==> src/hdl/msa_pkg.sv <==
// msa_pkg: shared widths, command and status codes, register map for the
// multi-stack shared-array block. No dependencies.
package msa_pkg;

  localparam int TOTAL_W   = 7;    // total_size register and region pointers
  localparam int NSTK_W    = 4;    // num_stacks register
  localparam int CMD_W     = 2;
  localparam int IDX_W     = 4;
  localparam int DATA_W    = 32;
  localparam int STATUS_W  = 2;
  localparam int APB_DW    = 32;
  localparam int APB_AW    = 3;

  localparam int MEM_DEPTH_DEF  = 64;
  localparam int MAX_STACKS_DEF = 8;

  localparam logic [TOTAL_W-1:0] TOTAL_RST = 7'd64;
  localparam logic [NSTK_W-1:0]  NSTK_RST  = 4'd1;

  // register index as seen at paddr[2]
  localparam logic REG_TOTAL = 1'b0;
  localparam logic REG_NSTK  = 1'b1;

  typedef enum logic [CMD_W-1:0] {
    CMD_PUSH = 2'd0,
    CMD_POP  = 2'd1,
    CMD_SHOW = 2'd2,
    CMD_NONE = 2'd3
  } cmd_t;

  typedef enum logic [STATUS_W-1:0] {
    STS_OK    = 2'd0,
    STS_FULL  = 2'd1,
    STS_EMPTY = 2'd2,
    STS_BAD   = 2'd3
  } status_t;

endpackage

==> src/hdl/msa_in_if.sv <==
// msa_in_if: command channel (valid/ready plus cmd, stack index, value).
// Depends on msa_pkg for field widths.
interface msa_in_if;
  logic                              valid;
  logic                              ready;
  logic [msa_pkg::CMD_W-1:0]         cmd;
  logic [msa_pkg::IDX_W-1:0]         stack_index;
  logic signed [msa_pkg::DATA_W-1:0] value;

  modport source (output valid, cmd, stack_index, value, input ready);
  modport sink   (input valid, cmd, stack_index, value, output ready);
endinterface

==> src/hdl/msa_out_if.sv <==
// msa_out_if: result channel (valid/ready plus data, status, last).
// Depends on msa_pkg for field widths.
interface msa_out_if;
  logic                              valid;
  logic                              ready;
  logic signed [msa_pkg::DATA_W-1:0] data;
  logic [msa_pkg::STATUS_W-1:0]      status;
  logic                              last;

  modport source (output valid, data, status, last, input ready);
  modport sink   (input valid, data, status, last, output ready);
endinterface

==> src/hdl/msa_div.sv <==
// msa_div: restoring divider, one quotient bit per cycle, for region size.
// Depends on msa_pkg. Starts itself out of reset and on start.
module msa_div #(
  parameter int NW = 4
) (
  input  logic                        clk,
  input  logic                        rst_n,
  input  logic                        start,
  input  logic [msa_pkg::TOTAL_W-1:0] dividend,
  input  logic [NW-1:0]               divisor,
  output logic                        busy,
  output logic [msa_pkg::TOTAL_W-1:0] quotient
);
  localparam int TW  = msa_pkg::TOTAL_W;
  localparam int SCW = $clog2(TW);

  logic            busy_r;
  logic [SCW-1:0]  step_r;
  logic [NW-1:0]   rem_r;
  logic [TW-1:0]   quo_r;
  logic [NW-1:0]   rem_src;
  logic [TW-1:0]   quo_src;
  logic [NW:0]     part;
  logic [NW:0]     diff;
  logic            ge;
  logic [NW-1:0]   rem_nxt;
  logic [TW-1:0]   quo_nxt;

  // first step takes the dividend straight from the input and a zero remainder
  always_comb begin
    rem_src = (step_r == '0) ? '0 : rem_r;
    quo_src = (step_r == '0) ? dividend : quo_r;
    part    = {rem_src, quo_src[TW-1]};
    ge      = part >= {1'b0, divisor};
    diff    = part - {1'b0, divisor};
    rem_nxt = ge ? diff[NW-1:0] : part[NW-1:0];
    quo_nxt = {quo_src[TW-2:0], ge};
  end

  always_ff @(posedge clk) begin
    if (!rst_n) begin
      busy_r <= 1'b1;
      step_r <= '0;
    end else if (start) begin
      busy_r <= 1'b1;
      step_r <= '0;
    end else if (busy_r) begin
      if (step_r == SCW'(TW - 1)) begin
        busy_r <= 1'b0;
      end else begin
        step_r <= step_r + SCW'(1);
      end
    end
  end

  always_ff @(posedge clk) begin
    if (busy_r && !start) begin
      rem_r <= rem_nxt;
      quo_r <= quo_nxt;
    end
  end

  assign busy     = busy_r;
  assign quotient = quo_r;

endmodule

==> src/hdl/multi_stack_shared_array.sv <==
// Several stacks in one shared word memory. Push/bad-index/empty: the beat is
// captured, the result is registered from the execute state, then idle again.
// Pop: one synchronous memory read in the execute state, result registered in stream.
// Display: first element as for pop, then one element per cycle from the
// memory read port while out_bus.ready holds; next beat once the last is registered.
// Reset (rst_n, sync, active low) and every config write empty all stacks and
// run the region divider; input is held off meanwhile. Memory not cleared.
module multi_stack_shared_array #(
  parameter int MEM_DEPTH  = msa_pkg::MEM_DEPTH_DEF,
  parameter int MAX_STACKS = msa_pkg::MAX_STACKS_DEF
) (
  input  logic                        clk,
  input  logic                        rst_n,
  msa_in_if.sink                      in_bus,
  msa_out_if.source                   out_bus,
  input  logic                        cfg_psel,
  input  logic                        cfg_penable,
  input  logic                        cfg_pwrite,
  input  logic [msa_pkg::APB_AW-1:0]  cfg_paddr,
  input  logic [msa_pkg::APB_DW-1:0]  cfg_pwdata,
  output logic [msa_pkg::APB_DW-1:0]  cfg_prdata,
  output logic                        cfg_pready
);
  localparam int PW  = msa_pkg::TOTAL_W;                  // pointer / count width
  localparam int AW  = $clog2(MEM_DEPTH);                 // memory address
  localparam int SW  = (MAX_STACKS > 1) ? $clog2(MAX_STACKS) : 1;
  localparam int NW  = $clog2(MAX_STACKS + 1);            // effective stack count
  localparam int IXW = (NW > msa_pkg::IDX_W) ? NW : msa_pkg::IDX_W;
  localparam int DW  = msa_pkg::DATA_W;

  typedef enum logic [2:0] {
    ST_IDLE   = 3'b001,
    ST_EXEC   = 3'b010,
    ST_STREAM = 3'b100
  } state_t;

  // ---------------------------------------------------------------------
  // Config registers (APB, zero wait states)
  // ---------------------------------------------------------------------
  logic [PW-1:0]               total_r;
  logic [msa_pkg::NSTK_W-1:0]  nstk_r;
  logic                        cfg_we;

  assign cfg_pready = 1'b1;
  assign cfg_we     = cfg_psel && cfg_penable && cfg_pwrite;

  always_ff @(posedge clk) begin
    if (!rst_n) begin
      total_r <= msa_pkg::TOTAL_RST;
      nstk_r  <= msa_pkg::NSTK_RST;
    end else if (cfg_we) begin
      if (cfg_paddr[2] == msa_pkg::REG_NSTK) begin
        nstk_r <= cfg_pwdata[msa_pkg::NSTK_W-1:0];
      end else begin
        total_r <= cfg_pwdata[PW-1:0];
      end
    end
  end

  assign cfg_prdata = (cfg_paddr[2] == msa_pkg::REG_NSTK) ?
                      msa_pkg::APB_DW'(nstk_r) : msa_pkg::APB_DW'(total_r);

  // Registers keep the raw bits; clamp here.
  logic [PW-1:0]  t_eff;
  logic [IXW-1:0] n_wide;
  logic [NW-1:0]  n_eff;

  always_comb begin
    if (total_r == '0) begin
      t_eff = PW'(1);
    end else if (total_r > PW'(MEM_DEPTH)) begin
      t_eff = PW'(MEM_DEPTH);
    end else begin
      t_eff = total_r;
    end
    n_wide = IXW'(nstk_r);
    if (n_wide == '0) begin
      n_eff = NW'(1);
    end else if (n_wide > IXW'(MAX_STACKS)) begin
      n_eff = NW'(MAX_STACKS);
    end else begin
      n_eff = n_wide[NW-1:0];
    end
  end

  // Region size = t_eff / n_eff, recomputed after reset and config writes.
  logic          div_busy;
  logic [PW-1:0] size;

  msa_div #(.NW(NW)) u_div (
    .clk      (clk),
    .rst_n    (rst_n),
    .start    (cfg_we),
    .dividend (t_eff),
    .divisor  (n_eff),
    .busy     (div_busy),
    .quotient (size)
  );

  // ---------------------------------------------------------------------
  // Input capture. Stack i starts at word size*i; only its fill count is
  // kept, so emptying every stack is a single clear of the fill counts.
  // ---------------------------------------------------------------------
  state_t          state_r, state_nxt;
  logic            in_ready;
  logic            in_take;

  msa_pkg::cmd_t   cmd_r;
  logic [SW-1:0]   s_r;
  logic [DW-1:0]   value_r;
  logic            bad_r;
  logic            more_r;     // a higher stack bounds this one
  logic [PW-1:0]   start_r;
  logic [PW-1:0]   cnt_sel_r;
  logic [PW-1:0]   cnt_r [MAX_STACKS];

  logic [IXW-1:0]  in_idx;

  assign in_ready     = (state_r == ST_IDLE) && !div_busy;
  assign in_bus.ready = in_ready;
  assign in_take      = in_bus.valid && in_ready;
  assign in_idx       = IXW'(in_bus.stack_index);

  always_ff @(posedge clk) begin
    if (in_take) begin
      cmd_r     <= msa_pkg::cmd_t'(in_bus.cmd);
      s_r       <= in_bus.stack_index[SW-1:0];
      value_r   <= in_bus.value;
      bad_r     <= in_idx >= IXW'(n_eff);
      more_r    <= (in_idx + IXW'(1)) < IXW'(n_eff);
      start_r   <= PW'(size * in_bus.stack_index);
      cnt_sel_r <= cnt_r[in_bus.stack_index[SW-1:0]];
    end
  end

  // ---------------------------------------------------------------------
  // Execute / stream control
  // ---------------------------------------------------------------------
  logic                    slot_free;
  logic                    out_valid_r;
  logic                    emit;
  logic [DW-1:0]           emit_data;
  msa_pkg::status_t        emit_status;
  logic                    emit_last;

  logic [PW-1:0]           sum;       // start + count: next free word
  logic                    full;
  logic                    mem_we;
  logic                    mem_re;
  logic [AW-1:0]           mem_waddr;
  logic [AW-1:0]           mem_raddr;
  logic [DW-1:0]           rdata_r;
  logic [AW-1:0]           rd_addr_r, rd_addr_nxt;
  logic [PW-1:0]           rem_r, rem_nxt;
  logic                    cnt_we;
  logic [PW-1:0]           cnt_wdata;

  assign slot_free = !out_valid_r || out_bus.ready;
  assign sum       = start_r + cnt_sel_r;
  assign full      = (more_r && (cnt_sel_r == size)) || (sum == t_eff);
  assign mem_waddr = sum[AW-1:0];

  always_comb begin
    state_nxt   = state_r;
    emit        = 1'b0;
    emit_data   = '0;
    emit_status = msa_pkg::STS_OK;
    emit_last   = 1'b1;
    mem_we      = 1'b0;
    mem_re      = 1'b0;
    mem_raddr   = rd_addr_r;
    rd_addr_nxt = rd_addr_r;
    rem_nxt     = rem_r;
    cnt_we      = 1'b0;
    cnt_wdata   = cnt_sel_r;

    unique case (state_r)
      ST_IDLE: begin
        if (in_take) begin
          state_nxt = ST_EXEC;
        end
      end

      ST_EXEC: begin
        priority if (cmd_r == msa_pkg::CMD_NONE) begin
          state_nxt = ST_IDLE;
        end else if (bad_r) begin
          if (slot_free) begin
            emit        = 1'b1;
            emit_status = msa_pkg::STS_BAD;
            state_nxt   = ST_IDLE;
          end
        end else if (cmd_r == msa_pkg::CMD_PUSH) begin
          if (slot_free) begin
            emit        = 1'b1;
            emit_status = full ? msa_pkg::STS_FULL : msa_pkg::STS_OK;
            mem_we      = !full;
            cnt_we      = !full;
            cnt_wdata   = cnt_sel_r + PW'(1);
            state_nxt   = ST_IDLE;
          end
        end else if (cnt_sel_r == '0) begin
          if (slot_free) begin
            emit        = 1'b1;
            emit_status = msa_pkg::STS_EMPTY;
            state_nxt   = ST_IDLE;
          end
        end else begin
          // pop is a one-element stream that also drops the count
          mem_re      = 1'b1;
          mem_raddr   = AW'(sum - PW'(1));
          rd_addr_nxt = AW'(sum - PW'(2));
          rem_nxt     = (cmd_r == msa_pkg::CMD_POP) ? PW'(1) : cnt_sel_r;
          cnt_we      = (cmd_r == msa_pkg::CMD_POP);
          cnt_wdata   = cnt_sel_r - PW'(1);
          state_nxt   = ST_STREAM;
        end
      end

      ST_STREAM: begin
        if (slot_free) begin
          emit      = 1'b1;
          emit_data = rdata_r;
          emit_last = (rem_r == PW'(1));
          if (rem_r == PW'(1)) begin
            state_nxt = ST_IDLE;
          end else begin
            // fetch the next element below while this one goes out
            mem_re      = 1'b1;
            mem_raddr   = rd_addr_r;
            rd_addr_nxt = rd_addr_r - AW'(1);
            rem_nxt     = rem_r - PW'(1);
          end
        end
      end

      default: state_nxt = ST_IDLE;
    endcase
  end

  always_ff @(posedge clk) begin
    if (!rst_n) begin
      state_r <= ST_IDLE;
    end else begin
      state_r <= state_nxt;
    end
  end

  always_ff @(posedge clk) begin
    rd_addr_r <= rd_addr_nxt;
    rem_r     <= rem_nxt;
  end

  // Fill counts: reset and config writes empty every stack at once.
  always_ff @(posedge clk) begin
    if (!rst_n || cfg_we) begin
      for (int k = 0; k < MAX_STACKS; k++) begin
        cnt_r[k] <= '0;
      end
    end else if (cnt_we) begin
      cnt_r[s_r] <= cnt_wdata;
    end
  end

  // ---------------------------------------------------------------------
  // Shared word memory: one write port, one registered read port
  // ---------------------------------------------------------------------
  logic [DW-1:0] mem [MEM_DEPTH];

  always_ff @(posedge clk) begin
    if (mem_we) begin
      mem[mem_waddr] <= value_r;
    end
    if (mem_re) begin
      rdata_r <= mem[mem_raddr];
    end
  end

  // ---------------------------------------------------------------------
  // Output register
  // ---------------------------------------------------------------------
  logic [DW-1:0]            out_data_r;
  msa_pkg::status_t         out_status_r;
  logic                     out_last_r;

  always_ff @(posedge clk) begin
    if (!rst_n) begin
      out_valid_r <= 1'b0;
    end else if (emit) begin
      out_valid_r <= 1'b1;
    end else if (out_bus.ready) begin
      out_valid_r <= 1'b0;
    end
  end

  always_ff @(posedge clk) begin
    if (emit) begin
      out_data_r   <= emit_data;
      out_status_r <= emit_status;
      out_last_r   <= emit_last;
    end
  end

  assign out_bus.valid  = out_valid_r;
  assign out_bus.data   = out_data_r;
  assign out_bus.status = out_status_r;
  assign out_bus.last   = out_last_r;

  // ---------------------------------------------------------------------
  // Assertions
  // ---------------------------------------------------------------------
  a_cfg_starts_div: assert property (@(posedge clk) disable iff (!rst_n)
    cfg_we |=> div_busy)
    else $error("region divider did not start after config write");

  a_emit_slot: assert property (@(posedge clk) disable iff (!rst_n)
    emit |-> slot_free)
    else $error("result written over a pending beat");

  a_push_bound: assert property (@(posedge clk) disable iff (!rst_n)
    mem_we |-> (PW'(mem_waddr) < t_eff))
    else $error("push beyond shared memory size");

  a_stream_region: assert property (@(posedge clk) disable iff (!rst_n)
    (state_r == ST_STREAM && mem_re) |-> (PW'(mem_raddr) >= start_r))
    else $error("display read below stack region");

  a_cnt_bound: assert property (@(posedge clk) disable iff (!rst_n)
    cnt_we |-> (cnt_wdata <= t_eff))
    else $error("stack fill count exceeds memory size");

endmodule
==> src/flat_wrapper.sv <==
// flat-port wrapper written by rule: the top's interface ports become plain ports
module multi_stack_shared_array_flat 
#(
  parameter int MEM_DEPTH  = msa_pkg::MEM_DEPTH_DEF,
  parameter int MAX_STACKS = msa_pkg::MAX_STACKS_DEF
)
  (clk, rst_n, cfg_psel, cfg_penable, cfg_pwrite, cfg_paddr, cfg_pwdata, cfg_prdata, cfg_pready, in_bus_valid, in_bus_cmd, in_bus_stack_index, in_bus_value, in_bus_ready, out_bus_valid, out_bus_data, out_bus_status, out_bus_last, out_bus_ready);
  msa_in_if in_bus_i ();
  msa_out_if out_bus_i ();
  input  logic clk;
  input  logic rst_n;
  input  logic cfg_psel;
  input  logic cfg_penable;
  input  logic cfg_pwrite;
  input  logic [msa_pkg::APB_AW-1:0] cfg_paddr;
  input  logic [msa_pkg::APB_DW-1:0] cfg_pwdata;
  output logic [msa_pkg::APB_DW-1:0] cfg_prdata;
  output logic cfg_pready;
  input wire logic [$bits(in_bus_i.valid)-1:0] in_bus_valid;
  input wire logic [$bits(in_bus_i.cmd)-1:0] in_bus_cmd;
  input wire logic [$bits(in_bus_i.stack_index)-1:0] in_bus_stack_index;
  input wire logic [$bits(in_bus_i.value)-1:0] in_bus_value;
  output wire logic [$bits(in_bus_i.ready)-1:0] in_bus_ready;
  output wire logic [$bits(out_bus_i.valid)-1:0] out_bus_valid;
  output wire logic [$bits(out_bus_i.data)-1:0] out_bus_data;
  output wire logic [$bits(out_bus_i.status)-1:0] out_bus_status;
  output wire logic [$bits(out_bus_i.last)-1:0] out_bus_last;
  input wire logic [$bits(out_bus_i.ready)-1:0] out_bus_ready;
  assign in_bus_i.valid = in_bus_valid;
  assign in_bus_i.cmd = in_bus_cmd;
  assign in_bus_i.stack_index = in_bus_stack_index;
  assign in_bus_i.value = in_bus_value;
  assign in_bus_ready = in_bus_i.ready;
  assign out_bus_valid = out_bus_i.valid;
  assign out_bus_data = out_bus_i.data;
  assign out_bus_status = out_bus_i.status;
  assign out_bus_last = out_bus_i.last;
  assign out_bus_i.ready = out_bus_ready;
  multi_stack_shared_array #(.MEM_DEPTH(MEM_DEPTH), .MAX_STACKS(MAX_STACKS)) u_core (.clk(clk), .rst_n(rst_n), .in_bus(in_bus_i), .out_bus(out_bus_i), .cfg_psel(cfg_psel), .cfg_penable(cfg_penable), .cfg_pwrite(cfg_pwrite), .cfg_paddr(cfg_paddr), .cfg_pwdata(cfg_pwdata), .cfg_prdata(cfg_prdata), .cfg_pready(cfg_pready));
endmodule
==> config.mk <==
export PLATFORM = sky130hd
export DESIGN_NAME = multi_stack_shared_array_flat
export DESIGN_NICKNAME = d
export VERILOG_FILES = /design/src/hdl/msa_pkg.sv /design/src/hdl/msa_in_if.sv /design/src/hdl/msa_out_if.sv /design/src/hdl/msa_div.sv /design/src/hdl/multi_stack_shared_array.sv /design/src/flat_wrapper.sv
export SDC_FILE = /design/constraint.sdc
export NUM_CORES = 2
export LEC_CHECK = 0
export ABC_AREA = 1
export BUFFER_PORTS_ARGS = -buffer_cell sky130_fd_sc_hd__buf_2
export CAP_MARGIN = 20
export CORE_ASPECT_RATIO = 1.75
export CORE_UTILIZATION = 30
export CTS_CLUSTER_SIZE = 20
export DETAILED_ROUTE_END_ITERATION = 8
export SLEW_MARGIN = 5
export SYNTH_ARGS = -nofsm -noshare
export SYNTH_HDL_FRONTEND = slang
export SYNTH_SLANG_ARGS = --single-unit
==> constraint.sdc <==
create_clock -name clk -period 4.92 [get_ports clk]
set_input_delay 0.984 -clock clk [delete_from_list [all_inputs] [get_ports clk]]
set_output_delay 0.984 -clock clk [all_outputs]
set_load 0.03 [all_outputs]
Yosys cells after proc, flatten, opt, wreduce, memory -nomap -nowiden
Memories as Yosys holds them, arrays and structs flattened. A register that Yosys moved wholly into a read port is not among the register bits.
Index checks and enable logic that the tools add are counted.
Widths: inputs -> output; s select.
- order comparisons: 5
- muxes and demuxes: 87
- eq/ne operators: 17
- reductions and logical operators: 30
- shift-type cells: 0
- divide/modulo/power cells: 0
- multiply operators: 1
- bitwise logic cells: 4
- add/sub/neg operators: 10
- operator list (operator ; number):
    $mux 7 ; 18
    $mux 6 ; 11
    $mux 1 ; 34
    $mux 3 ; 9
    $mux 4 ; 4
    $eq 7x7->1 ; 2
    $logic_not 7->1 ; 2
    $pmux 7 s2 ; 1
    $sub 7x1->7 const B ; 2
    $mux 2 ; 6
    $pmux 6 s2 ; 1
    $sub 6x1->6 const B ; 2
    $ne 2x2->1 const B ; 5
    $pmux 3 s3 ; 1
    $reduce_and 2->1 ; 4
    $add 7x1->7 const B ; 1
    $add 7x7->7 ; 1
    $eq 7x1->1 const B ; 1
    $gt 7x7->1 const B ; 1
    $mul 7x4->7 ; 1
    $reduce_and 7->1 ; 1
    $reduce_or 7->1 ; 1
    $eq 3x3->1 const B ; 2
    $logic_and 1x1->1 ; 6
    23 further kinds ; 37
- bits in read-only memories: 0
- word-level logic and storage cells: 175
- register bits after elaboration: 124
- output and inout bits: 70
- RAM bits: 2104
- memories kept: 2
- input bits: 80
- latch bits: 0
- memories (memory ; depth ; width ; rd ports ; clocked after memory_dff ; wr ports ; line ; RTL):
    u_core.mem ; 64 ; 32 ; 1 ; 1 ; 1 ; multi_stack_shared_array.sv:268 ; logic [DW-1:0] mem [MEM_DEPTH];
    u_core.cnt_r ; 8 ; 7 ; 1 ; 1 ; 8 ; multi_stack_shared_array.sv:115 ; logic [PW-1:0] cnt_r [MAX_STACKS];

Depth between registers and ports, before layout
- word-level depth: 16
- mapped depth: 19
- mapped depth without buffers: 17

By module
Synthesis repeated with hierarchy kept, for this count alone.
- cell total of the unflattened synthesis: 9529
- area total of the unflattened synthesis: 100103.5 sq um
- by module, submodules not included (module ; cells each ; times used ; seq. area each (sq um) ; area an instance (sq um)):
    multi_stack_shared_array ; 9424 ; 1 ; 67474.7 ; 99213.9
    msa_div ; 105 ; 1 ; 410.4 ; 889.6

Worst setup path before layout
Ideal clock, no wire load.
- kind: register -> register
- start: register u_core.cnt_sel_r[0] (read register of u_core.cnt_r)
- end: memory u_core.mem[0][0] (netlist name), enable pin
- setup time: 0.461 ns
- path buffers: 1
- setup slack: -0.151 ns
- arrival: 4.611 ns
- cell stages (with the launch flop): 12
- period minus slack after synthesis: 5.071 ns
- data required time: 4.459 ns
- cells stage by stage: edfxtp_1 > ha_1 > fa_1 > nand3_1 > nand3_1 > xor2_2 > xor2_1 > nor2_1 > nand3_1 > nand4_1 > clkbuf_1 > nor3_1
- longest elaborated chain between the ends: 11
- elaborated cells on any way between the ends: 13
- those cells by class: add/sub (1); eq/ne (2); mux (7); reduce/logical (3)
- RTL lines (item ; line ; RTL):
    start: declaration ; multi_stack_shared_array.sv:114 ; logic [PW-1:0] cnt_sel_r;
    $add 7x7->7 or $eq 7x7->1 (tied branches) ; multi_stack_shared_array.sv:159, multi_stack_shared_array.sv:160 ;
    $eq 7x7->1 or $logic_and 1x1->1 (tied branches) ; multi_stack_shared_array.sv:160 ; assign full = (more_r && (cnt_sel_r == size)) || (sum == t_eff);
    $logic_or 1x1->1 ; multi_stack_shared_array.sv:160 ;
    $logic_not 1->1 ; multi_stack_shared_array.sv:197 ; mem_we = !full;
    $mux 1 ; multi_stack_shared_array.sv:194 ; if (slot_free) begin
    $mux 1 ; multi_stack_shared_array.sv:193 ; end else if (cmd_r == msa_pkg::CMD_PUSH) begin
    $mux 1 ; multi_stack_shared_array.sv:187 ; end else if (bad_r) begin
    $mux 1 ; multi_stack_shared_array.sv:185 ; priority if (cmd_r == msa_pkg::CMD_NONE) begin
    $mux 1 ; multi_stack_shared_array.sv:177 ; unique case (state_r)
    $mux 1 ; multi_stack_shared_array.sv:271 ; if (mem_we) begin
    $mux 1 (not written as such) ; multi_stack_shared_array.sv:272 ; mem[mem_waddr] <= value_r;
    end: declaration ; multi_stack_shared_array.sv:268 ;
Parallel ways exist; a longest one is shown, timed or not.

Worst setup path in the final report
- start: register u_core.cnt_sel_r[0] (read register of u_core.cnt_r)
- end: register u_core.rdata_r[6] (read register of u_core.mem) (data pin)
- longest elaborated chain between the ends: 7
- elaborated cells on any way between the ends: 13
- those cells by class: add/sub (2); mux (10); reduce/logical (1)
- RTL lines (item ; line ; RTL):
    $add 7x7->7 ; multi_stack_shared_array.sv:159 ; assign sum = start_r + cnt_sel_r;
    $sub 6x1->6 ; multi_stack_shared_array.sv:211 ; mem_raddr = AW'(sum - PW'(1));
    $mux 6 ; multi_stack_shared_array.sv:202 ; end else if (cnt_sel_r == '0) begin
    $mux 6 ; multi_stack_shared_array.sv:193 ;
    $mux 6 ; multi_stack_shared_array.sv:187 ;
    $mux 6 ; multi_stack_shared_array.sv:185 ;
    $mux 6 ; -- ;
    end: declaration ; multi_stack_shared_array.sv:152 ; logic [DW-1:0] rdata_r;
Parallel ways exist; a longest one is shown, timed or not.
A chain may end at the register's enable or synchronous reset.

==> flow_summary_export.csv <==
group,metric,value,unit
hold_path,min-delay-start,"in_bus_value[12]",
yosys,ys_seq_area_frac,0.678,
drt,drt-total-wl,284,mm
sta,fin_ws,610,ps
outcome,status,"complete, no violations",
sta,drv_slew,0,
sta,fmaxAchievable,232,MHz
finish,fin_util,0.342,
sta,finalWorstPathRequiredPeriod,4310,ps
yosys,yosysMostFrequentCell,"edfxtp_1",
yosys,ys_types,48,
placement,gp_congestion,0.821,
pwr,leakage,46.1,nW
setup_path,cp-end-kind,"flip-flop",
global_route,antenna_found_initial,13,
setup_path,r2r-start,"u_core.cnt_sel_r[0]$_DFFE_PP_",
placement,dp_hpwl,162,mm
setup_path,start_kind,"flip-flop",
global_route,overflow,0,
sta,tns,0,ps
setup_path,arrival,5030,ps
cts,h-tree-depth,4,
global_route,grt_use_total,0.164,
sta,tightestPinTransition,1150,ps
floorplan,die_w,439,um
yosys,yosysWarnings,0,
sta,max-slew-margin-rel,0.234,
cts,holdBufCountCts,0,
yosys,synth_commonest_cells,"2,248 x edfxtp_1, 2,087 x nand2_1, 2,031 x nand3_1",
drt,first_pass_iters,6,
drt,drtIter0Drc,5749,
yosys,ys.flop_type,"edfxtp_1",
floorplan,rows,280,
drt,drcViolationCount,0,
floorplan,die_area,336000,um2
finish,multiInputGateArea,23100,um2
yosys,synth.ff_latch_count,2267,
global_route,grt_pass1_wl,413,mm
sta,setup_viol,0,
cts,cts_tree,"yes",
sta,skew,48.7,ps
hold_path,holdCritPathClass,"input port to flip-flop",
placement,io_buffers,96,
cts,clock_tree.root_cell,"clkbuf_16",
setup_path,cp_max_fo,82,
cts,post-cts-setup-buffer-count,0,
global_route,grt_pass1_vias,63500,
floorplan,die_y,766,um
yosys,syn_inst,9512,
setup_path,cp.required,5640,ps
sta,finalHoldViolations,0,
drt,avgRoutedWirePerCell,20.2,um
pwr,ir_drop,285,uV
yosys,synth_area,100000,um2
cts,clk_latency,880,ps
yosys,synth_top_area_frac,0.674,
floorplan,pin_count,150,
finish,fillCellCount,32700,
yosys,synth_area_leaders,"edfxtp_1 67%, nand3_1 10%, nand2_1 7.8%, inv_1 7.0%, buf_2 1.7%",
placement,pre_cts_ws,692,ps
sta,min_period_over_period,0.876,
floorplan,core,332000,um2
yosys,async_reset_ff_frac,0,
yosys,syn_avg_cell_area,10.5,um2
yosys,yosys.area.top_type,"edfxtp_1",
finish,area_delta_synth_final,13.3,%
drt,via_per_inst,4.71,
finish,seqCellArea,67900,um2
cts,clk_pin_slew,70,ps
finish,fin_area,113000,um2
global_route,grt_max_degree,126,
finish,layout-drive-gt1-share,0.0749,
pwr,power_density,328,nW/um2
sta,rsz0062_at_grt,"false",
sta,fin_hold_ws,284,ps
drt,via_count,66400,
drt,ant_nets,0,
hold_path,hold_depth,1,
cts,post_cts_resize_count,0,
flow_run,max_cap_viol_count,0,
cts,clock_path_buffers,4,
setup_path,crit_start,"u_core.cnt_sel_r[0]$_DFFE_PP_",
cts,cts_buffers,200,
placement,placed_area,107000,um2
cts,cts_sinks,2267,
floorplan,start_util,0.302,
setup_path,setup.worst_path.class,"flip-flop to flip-flop",
finish,nNetsFinal,9693,
setup_path,r2r_cells,16,
yosys,synth_edf_count,2248,
==> sequential cells by signal, indices dropped and copies added, names as in the netlist, 4 cells and up <==
name,flops
u_core.cnt_r,56
u_core.cnt_sel_r,7
u_core.mem,2048
u_core.n_wide,4
u_core.out_bus.data,32
u_core.rd_addr_r,6
u_core.rdata_r,32
u_core.rem_r,7
u_core.start_r,7
u_core.total_r,7
u_core.u_div.quotient,7
u_core.u_div.rem_r,4
u_core.value_r,32
==> stage by stage <==
stage	total power [mW]	std cells
2_1_floorplan	21.8	9536
3_3_place_gp	21.9	13700
3_5_place_dp	22.0	13700
4_1_cts	37.5	14100
5_1_grt	38.1	14100
6_report	37.2	14100
==> kinds of logic (layout without fill, tap and decap cells) <==
logic type | after synthesis | count (layout) | synth area share
AOI/OAI and AO/OA | 154 | 154 | 0.00862
and+or+nand+nor | 4600 | 4600 | 0.207
buffers and inverters | 2406 | 2591 | 0.0963
adders and majority gates | 49 | 49 | 0.00680
DFF | 2267 | 2267 | 0.678
muxes | 1 | 1 | 0.000100
other | 2 | 28 | 0.0000750
xor gates and xnor gates | 33 | 33 | 0.00331
==> path summary, 6_finish.rpt <==
path	slack (ps)	end
worst max register to register	610	u_core.rdata_r[6]$_DFFE_PP_
worst min-delay path	280	u_core.value_r[12]$_DFFE_PP_
worst max-delay path	610	u_core.rdata_r[6]$_DFFE_PP_
worst min register to register	490	u_core.total_r[0]$_SDFFE_PN0P_
==> where the power goes <==
group	leakage, nW	switching, mW	total, mW	internal, mW
logic	22.6	0.323	0.487	0.164
registers	20.5	0.0441	21.0	21.0
clock network	3.07	7.10	15.7	8.58
total	46.1	7.47	37.2	29.7
==> cells in the final DEF (no fill, tap or decap), drive strengths merged, types with 40 or more instances in the layout <==
cell | synthesis | layout
nand3 | 2032 | 2032
nand2 | 2090 | 2090
inv | 1877 | 1882
nor2 | 194 | 194
buf | 414 | 354
ha | 40 | 40
clkinv | 1 | 84
clkbuf | 114 | 239
nand3b | 193 | 193
edfxtp | 2248 | 2248
nor3 | 79 | 79
o21ai | 84 | 84
==> critical path: stages (launching register included) <==
cell	delay (ps)
edfxtp_1	440
ha_1	270
fa_1	430
or2_2	310
nand2_1	220
inv_1	130
ha_1	220
nand2_1	140
nand3_1	120
nand3_1	130
o21ai_4	100
inv_6	90
buf_12	480
nand3_1	330
nand3_1	230
nand3_1	230
nand2_1	140
==> final cells by class <==
class | count | area share
clock inverter | 120 | 0.0101
inverter | 1878 | 0.0623
multi-input combinational | 4863 | 0.204
antenna | 2 | 0.0000441
clock buffer | 239 | 0.0460
tap | 4371 | 0.0482
sequential | 2267 | 0.598
timing repair buffer | 354 | 0.0310
==> metal layers <==
metal	GRT usage	part of all wire	up-vias
li1	-	-	31300
met1	0.182	0.36	32300
met2	0.308	0.53	2154
met3	0.0163	0.050	634
met4	0.0825	0.053	6
met5	0	0.00014	-
(Power assumes the default switching activity.)
